$ cat src/sv/cas_pkg.sv
// ----------------------------------------------------------------------------
// cas_pkg
// shared constants, codes and controller/datapath interface types for the
// cave automaton smoother
// ----------------------------------------------------------------------------
`timescale 1ns / 1ps

package cas_pkg;

  // grid geometry
  localparam int MAX_WIDTH  = 64;
  localparam int MAX_HEIGHT = 64;
  localparam int COL_AW     = $clog2(MAX_WIDTH);
  localparam int ROW_AW     = $clog2(MAX_HEIGHT);
  localparam int UW_W       = $clog2(MAX_WIDTH + 1);
  localparam int UH_W       = $clog2(MAX_HEIGHT + 1);

  // register and field widths
  localparam int DIM_W      = 7;
  localparam int GEN_W      = 4;
  localparam int THR_W      = 4;
  localparam int CNT_W      = 4;
  localparam int OP_W       = 2;
  localparam int COL_FW     = 6;
  localparam int ROW_FW     = 6;
  localparam int CFG_IW     = 3;
  localparam int CFG_DW     = 7;
  localparam int IN_TDATA_W  = 16;
  localparam int OUT_TDATA_W = 8;

  // operations
  localparam logic [OP_W-1:0] OP_WRITE = 2'd0;
  localparam logic [OP_W-1:0] OP_READ  = 2'd1;
  localparam logic [OP_W-1:0] OP_RUN   = 2'd2;

  // register indexes
  localparam logic [CFG_IW-1:0] CFG_GRID_WIDTH  = 3'd0;
  localparam logic [CFG_IW-1:0] CFG_GRID_HEIGHT = 3'd1;
  localparam logic [CFG_IW-1:0] CFG_GEN_COUNT   = 3'd2;
  localparam logic [CFG_IW-1:0] CFG_SURVIVE     = 3'd3;
  localparam logic [CFG_IW-1:0] CFG_BIRTH       = 3'd4;

  // register reset values
  localparam logic [DIM_W-1:0] GRID_WIDTH_RST  = 7'd64;
  localparam logic [DIM_W-1:0] GRID_HEIGHT_RST = 7'd64;
  localparam logic [GEN_W-1:0] GEN_COUNT_RST   = 4'd3;
  localparam logic [THR_W-1:0] SURVIVE_RST     = 4'd3;
  localparam logic [THR_W-1:0] BIRTH_RST       = 4'd5;

  // controller to datapath
  typedef struct packed {
    logic              cap;         // capture input word
    logic              rd_cell;     // read row of the addressed cell
    logic              rd_run;      // read row rd_row for a generation
    logic [ROW_AW-1:0] rd_row;
    logic              run_first;   // load first row, top neighbor is wall
    logic              run_row;     // compute and write back row wr_row
    logic [ROW_AW-1:0] wr_row;
    logic              below_wall;  // bottom neighbor row is wall
    logic              wr_cell;     // write back row with the cell updated
    logic              grab;        // take the addressed cell as read value
    logic              out_load;    // load result register
  } cas_cmd_t;

  // datapath to controller
  typedef struct packed {
    logic [OP_W-1:0]  op;
    logic             range_err;
    logic             empty;
    logic [GEN_W-1:0] gen_count;
    logic [UH_W-1:0]  used_h;
  } cas_sts_t;

endpackage

$ cat src/sv/cas_ctrl.sv
// ----------------------------------------------------------------------------
// cas_ctrl
// sequencer for cell access and generation runs, owns the handshakes
// ----------------------------------------------------------------------------
`timescale 1ns / 1ps

module cas_ctrl
  import cas_pkg::*;
(
  input  logic     clk,
  input  logic     rst_n,
  input  logic     in_tvalid,
  output logic     in_tready,
  output logic     out_tvalid,
  input  logic     out_tready,
  input  cas_sts_t sts,
  output cas_cmd_t cmd
);

  localparam logic [2:0] S_IDLE   = 3'd0;
  localparam logic [2:0] S_DECODE = 3'd1;
  localparam logic [2:0] S_CELL   = 3'd2;
  localparam logic [2:0] S_LOAD   = 3'd3;
  localparam logic [2:0] S_PRIME  = 3'd4;
  localparam logic [2:0] S_ROW    = 3'd5;
  localparam logic [2:0] S_RESP   = 3'd6;

  logic [2:0]        state_r, state_nxt;
  logic [ROW_AW-1:0] y_r, y_nxt;
  logic [GEN_W-1:0]  g_r, g_nxt;
  logic              out_tvalid_r, out_tvalid_nxt;
  logic              last_row;

  assign last_row = (int'(y_r) == int'(sts.used_h) - 1);

  always_comb begin
    state_nxt = state_r;
    y_nxt     = y_r;
    g_nxt     = g_r;
    cmd       = '0;
    in_tready = 1'b0;
    unique case (state_r)
      S_IDLE: begin
        in_tready = 1'b1;
        if (in_tvalid) begin
          cmd.cap   = 1'b1;
          state_nxt = S_DECODE;
        end
      end
      S_DECODE: begin
        if (sts.op == OP_WRITE || sts.op == OP_READ) begin
          if (sts.range_err) begin
            state_nxt = S_RESP;
          end else begin
            cmd.rd_cell = 1'b1;
            state_nxt   = S_CELL;
          end
        end else if (sts.op == OP_RUN && !sts.empty && sts.gen_count != '0) begin
          g_nxt     = sts.gen_count;
          state_nxt = S_LOAD;
        end else begin
          state_nxt = S_RESP;
        end
      end
      S_CELL: begin
        if (sts.op == OP_WRITE) begin
          cmd.wr_cell = 1'b1;
        end else begin
          cmd.grab = 1'b1;
        end
        state_nxt = S_RESP;
      end
      S_LOAD: begin
        cmd.rd_run = 1'b1;
        cmd.rd_row = '0;
        state_nxt  = S_PRIME;
      end
      S_PRIME: begin
        cmd.run_first = 1'b1;
        cmd.rd_run    = 1'b1;
        cmd.rd_row    = ROW_AW'(1);
        y_nxt         = '0;
        state_nxt     = S_ROW;
      end
      S_ROW: begin
        // row y is written while row y+2 is fetched
        cmd.run_row    = 1'b1;
        cmd.wr_row     = y_r;
        cmd.below_wall = last_row;
        cmd.rd_run     = 1'b1;
        cmd.rd_row     = y_r + ROW_AW'(2);
        if (last_row) begin
          if (g_r == GEN_W'(1)) begin
            state_nxt = S_RESP;
          end else begin
            g_nxt     = g_r - GEN_W'(1);
            state_nxt = S_LOAD;
          end
        end else begin
          y_nxt = y_r + ROW_AW'(1);
        end
      end
      S_RESP: begin
        if (!out_tvalid_r || out_tready) begin
          cmd.out_load = 1'b1;
          state_nxt    = S_IDLE;
        end
      end
      default: begin
        state_nxt = S_IDLE;
      end
    endcase
  end

  always_comb begin
    if (cmd.out_load) begin
      out_tvalid_nxt = 1'b1;
    end else if (out_tready) begin
      out_tvalid_nxt = 1'b0;
    end else begin
      out_tvalid_nxt = out_tvalid_r;
    end
  end

  always_ff @(posedge clk) begin
    if (!rst_n) begin
      state_r      <= S_IDLE;
      y_r          <= '0;
      g_r          <= '0;
      out_tvalid_r <= 1'b0;
    end else begin
      state_r      <= state_nxt;
      y_r          <= y_nxt;
      g_r          <= g_nxt;
      out_tvalid_r <= out_tvalid_nxt;
    end
  end

  assign out_tvalid = out_tvalid_r;

endmodule

$ cat config.mk
export PLATFORM = sky130hd
export DESIGN_NAME = cas_ctrl
export DESIGN_NICKNAME = d
export VERILOG_FILES = /design/src/sv/cas_pkg.sv /design/src/sv/cas_ctrl.sv
export SDC_FILE = /design/constraint.sdc
export NUM_CORES = 1
export LEC_CHECK = 0
export BUFFER_PORTS_ARGS = -buffer_cell sky130_fd_sc_hd__buf_2
export CORE_UTILIZATION = 32
export DETAILED_ROUTE_END_ITERATION = 12
export HOLD_SLACK_MARGIN = 0.06
export PLACE_DENSITY_LB_ADDON = 0.3
export SETUP_SLACK_MARGIN = 0.3
export SYNTH_ARGS = -nofsm -noshare
export SYNTH_HDL_FRONTEND = slang
export SYNTH_SLANG_ARGS = --single-unit
$ cat constraint.sdc
create_clock -name clk -period 2.95 [get_ports clk]
set_clock_uncertainty 0.1 [all_clocks]
set_input_delay 0.7375 -clock clk [delete_from_list [all_inputs] [get_ports clk]]
set_output_delay 0.7375 -clock clk [all_outputs]
set_load 0.05 [all_outputs]
==> metrics, run 1 <==
setup ws final=-0.155 ns; final net count=roughly 250; Synth Register Bits=14; DIE AREA=between 0.004 and 0.005 mm2; Clock transition at path regs=~0.06 ns; Worst Reg-to-Reg Cells=9; H-tree depth=1; largest cells by area after synthesis=dfxtp_1 (22%), nor2_1 (6.0%), ha_1 (5.0%); leading cell type in the layout, fill and taps excluded=buf_2; Cells after Synth=around 170; input/output buffers=between 40 and 50; worst-path cell chain=buf_6 -> or3_4 -> or4b_4 -> o211ai_2 -> o211ai_2 -> nor2_4 -> buf_6; Post-Syn Area per Cell=around 7.3 um2; Skew-Pair Late Insertion Delay=between 0.2 and 0.3 ns; gr usage total=approximately 16%; Worst-Margin Slew=0.359 ns; Slew HR=around three quarters; layout cells sized above 1=about two fifths; critical path launch point type=primary input; # diodes=0; crit share post-route=105%; Main synth FF type=dfxtp_1; Crit Path Class=in -> out; clock root cell=clkbuf_8; DP HPWL=around 2500 um; Yosys warning count=0; vias in the first global route=roughly 1200; Netlist cell types=between 40 and 50; hold path cells=2; placed insts=about 270; P_leak=0.810 nW; P per Cell Area=approximately 690 mW/mm2; EDFF count, synth=0; deepest clock path buffer count=2; Data required, critical path=approximately 2.1 ns; Mapped Area=between 0.001 and 0.0015 mm2; Core Box Area=~0.0037 mm2; Yosys top cell by area=dfxtp_1; pin count of the biggest net entering global routing=18; Final Hold Vio Count=0; # IOs=42; RD Place Congestion=about 0.84; number of core rows=22; Max Fclk=roughly 0.32 GHz; Die X=64.6 um; Max Fanout on Critical Path=4; Initial Util=between 30% and 40%; Peak supply drop=0.000292 V; first-pass GRT wire length=5450 um; Die Height=64.6 um; ys async rst share=0%; Setup Viol. Count Final=1; crit path capture type=primary output; Area after DPL=0.00163 mm2; Post-DRT Antenna Nets=0; initial antenna violation count=0; failing checks=negative setup slack; clk sink count=14; sequential fraction of the synthesis area=22.4%; Crit path max-delay family=simple AND/OR/NAND/NOR gates; Via-to-Cell Ratio=a little over 5; Via Count=approximately 1400; min-delay worst type=reg -> reg; Crit. path cell count=7; Slew Viols, Final=0; Syn Nets=roughly 200; DR WL/cell=~12 um; Max stage delay on crit path=about 0.52 ns; worst path arrival time=approximately 2.3 ns; Non-Filler Instances=271; CTS tree=yes; RSZ-0062 raised after global routing=true; Buf+Inv Stages, Crit Path=2; Inserted Clock Buffers=3; drt pass-1 iters=4; drt total wl=between 3000 and 4000 um; crit path time final=~3.1 ns; share of the synthesized area in the top cell type=between 20 and 25%; status=complete, but fails checks; slowest cell on the critical path=or4b_4; total gr overflow=0; most frequent cells in the layout=buf_2 (38), nor2_1 (19), buf_4 (16), dfxtp_1 (13), nand2_1 (11); area delta synth->final=43.0%; Iter 0 DRT Violations=a little under 90; Max Cap Viol=0; setup TNS=-0.155 ns; DRC viols=0; final instance area=about 0.0018 mm2
## where the power goes
part           total, mW  internal [mW]  switching, mW
logic              0.772          0.272          0.500
clock network      0.195          0.118         0.0766
registers          0.278          0.225         0.0534
## cells in the mapped netlist (3+ instances only)
| master | number |
|---|---|
| nor3_1 | 9 |
| xor2_1 | 6 |
| nand2_1 | 12 |
| a21oi_1 | 5 |
| xnor2_1 | 6 |
| nor2b_1 | 4 |
| nand2b_1 | 4 |
| nor3b_1 | 4 |
| o21ai_0 | 8 |
| nor2_1 | 20 |
| clkbuf_1 | 10 |
| dfxtp_1 | 14 |
| nand4_1 | 4 |
| and3_1 | 7 |
| ha_1 | 5 |
| nand3_1 | 5 |
| inv_1 | 7 |
| and2_1 | 3 |
| a31oi_1 | 3 |
## sequential cells by signal, indices dropped and copies added, names as in the netlist
signal	count
y_r	6
g_r	4
state_r	3
out_tvalid	1
## per-stage QoR
| step | hold slack (ns) | setup WS (ns) | total power [mW] | util [%] |
|---|---|---|---|---|
| global placement | 0.409 | -0.275 | 0.993 | 43.8 |
| global route | 0.457 | -0.220 | 1.32 | 48.2 |
| detailed placement | 0.422 | -0.294 | 0.993 | 43.8 |
| floorplan | 0.379 | -0.155 | 0.805 | - |
| finish | 0.432 | -0.155 | 1.25 | 48.2 |
| CTS | 0.431 | -0.152 | 1.21 | 46.4 |
## final timing paths
kind | slack [ns] | endpoint | start
max | -0.15 | cmd[3] | sts[1]
min | 0.43 | g_r[3] | g_r[3]
max reg2reg | 0.68 | g_r[0] | y_r[5]
min reg2reg | 0.43 | g_r[3] | g_r[3]
## worst register-to-register path: stages, from the launching register on
cell and delay, ns:
dfxtp_1 0.44, xor2_1 0.22, nor4_1 0.08, nor4_2 0.29, o211ai_2 0.19, buf_4 0.18
and2_4 0.14, buf_6 0.12, or3_4 0.32, a21boi_2 0.14
## kinds of logic (layout without fill, tap and decap cells)
family	after synthesis	in the layout	share of synthesized area, %
AND/OR/NAND/NOR	84	84	36.2
adder cells (fa/ha/maj)	5	5	4.99
flip-flops	14	14	22.4
AO/OA/AOI/OAI	35	35	20.1
buffers and inverters	20	71	6.39
multiplexers	2	2	1.60
XOR/XNOR	12	12	8.38
## what timing repair did
item                       CTS  global route
setup endpoints to repair   11            15
cloned                       0             0
hold buffers                 0             0
buffers inserted             1             0
resized for setup            9            16
pin swaps                    5             7
## metal layers
layer	vias up	share of wire, %	global-route usage (%)
met3	4	4.1	1.23
li1	715	-	-
met4	0	1.2	5.83
met2	35	48	27.2
met5	-	0	0
met1	647	47	21.5
## cell type report
cell class              instances  area (um2)
clock buffers                   4        55.1
fillers                       392        1920
flip-flops and latches         14         282
multi-input cells             138         992
well taps                      48        60.1
repair buffers                 60         378
inverters                       7        26.3
Note: power is estimated with default switching activity, not from simulation.
==> inputs of run 2 (changes only) <==
- clock period: 2.95 -> 2.69 ns (I/O delays scaled with it)
==> metrics, run 2 (synthesized netlist as in run 1, its figures left out) <==
status=complete, but fails checks; failing checks=negative setup slack; Slew HR=41.3% (-35 points); initial antenna violation count=0 (unchanged); number of core rows=22 (unchanged); Core Box Area=0.00372 mm2 (unchanged); Place WS=-0.456 ns (-0.163 ns); crit share post-route=110%; Setup Viol. Count Final=3 (+2); Skew-Pair Late Insertion Delay=0.25 ns (about the same); Max Cap Viol=0 (unchanged); # diodes=0 (unchanged); layout cells sized above 1=45.4% (+5.0 points); P_leak=0.833 nW (+2.9%); Final Hold Vio Count=0 (unchanged); clk sink count=14 (unchanged); Register Area=285 um2 (+1.3%); Clock transition at path regs=0.06 ns (about the same); crit path time final=around 3.0 ns; # IOs=42 (unchanged); Max Fclk=about 0.34 GHz; leading cell type in the layout, fill and taps excluded=buf_2; Via Count=1430 (+2.1%); pin count of the biggest net entering global routing=18 (unchanged); Via-to-Cell Ratio=5.20 (+0.59%); Inserted Clock Buffers=3 (unchanged); hold buffer count at CTS=0 (unchanged); max FFs per register=6 (unchanged); drt total wl=3400 um (+2.4%); Die X=64.6 um (unchanged); Crit Path Class=in -> out; RSZ-0062 raised after global routing=true; final net count=252 (+1.6%); critical path launch point type=primary input; total gr overflow=0 (unchanged); clock root cell=clkbuf_8; crit path capture type=primary output; Die Height=64.6 um (unchanged); multi-input combinational cell area=0.00102 mm2 (+2.4%); gr usage total=16.8% (+0.58 points); Data required, critical path=1.92 ns (-0.19 ns); Slew Viols, Final=0 (unchanged); first-pass GRT wire length=5580 um (+2.3%); Largest regs=y_r: 6 flops, g_r: 4 flops, state_r: 3 flops; Most flops, register=y_r; DIE AREA=0.00417 mm2 (unchanged); area delta synth->final=49.2%; deepest clock path buffer count=2 (unchanged); Initial Util=33.7% (unchanged); H-tree depth=1 (unchanged); min-delay worst type=reg -> reg; Worst-Margin Slew=0.875 ns (+0.516 ns); DP HPWL=2550 um (+0.73%); input/output buffers=41 (unchanged); vias in the first global route=1276 (+5.4%); overall power=1.42 mW (+14%); setup ws final=-0.267 ns (-0.113 ns); hold slack final=0.429 ns (-0.00346 ns); Max Fanout on Critical Path=3 (-1); P per Cell Area=759 mW/mm2 (+9.3%); drt pass-1 iters=4 (unchanged); Filler cells=375 (-4.3%); Iter 0 DRT Violations=55 (-37%); worst path arrival time=2.18 ns (-0.09 ns); internal reg-to-reg setup slack=0.26 ns (-0.42 ns); most frequent cells in the layout=buf_2 (36), buf_4 (20), nor2_1 (14), nand2_1 (10), dfxtp_1 (10); Peak supply drop=0.000408 V (+39%); CTS tree=yes; RD Place Congestion=0.787 (-6.4%); Post-DRT Antenna Nets=0 (unchanged); DRC viols=0 (unchanged); DR WL/cell=12.4 um (+0.92%)
## run 2: cell count changes in the layout (fill, tap and decap cells not counted), sizes merged
| cell | previous run | this run |
|---|---|---|
| buf | 60 | 64 |
## run 2: area by class of cell
type / instances / area share [%]
multi-input cells: 138 / 54.3
repair buffers: 64 / 22.9
flip-flops and latches: 14 / 15.3
well taps: 48 / 3.21
clock buffers: 4 / 2.94
inverters: 7 / 1.40
## run 2: repair_timing
item	in CTS	in global routing
pin swaps	8	7
setup endpoints to repair	15	15
buffers inserted	4	2
endpoints found under the hold margin	0	0
resized for setup	17	22
## run 2: worst max-delay path: stages
cell      delay (ns)
buf_6           0.09
or3_4           0.39
or4b_4          0.52
o211ai_2        0.08
o211ai_2        0.15
nor2_4          0.12
buf_8           0.15
## run 2: per-stage QoR
stage	TNS, ns	instances	instance area (um2)	utilization [%]
after CTS	-0.416	273	1780	48.0
after global routing	-0.637	275	1870	50.3
final	-0.374	275	1870	50.3
after floorplan	-0.399	172	1320	-
after global placement	-3.01	265	1650	44.3
after detailed placement	-3.37	265	1650	44.3
## run 2: power breakdown
group / switching (mW) / internal, mW / total (mW)
logic: 0.593 / 0.321 / 0.914
clock network: 0.0804 / 0.130 / 0.210
registers: 0.0480 / 0.248 / 0.296
## run 2: per-layer routing
metal / global-route usage, % / routed length, um / up-vias
met3: 4.75 / 184 / 6
met1: 20.8 / 1580 / 661
met2: 27.9 / 1600 / 41
met5: 0 / 0 / -
li1: - / - / 722
met4: 5.00 / 38 / 0
## run 2: worst paths after layout
check	startpoint	endpoint	cells after the start
max reg2reg	state_r[0]	g_r[2]	6
max	sts[1]	cmd[3]	7
min reg2reg	g_r[1]	g_r[1]	2
min	g_r[1]	g_r[1]	2
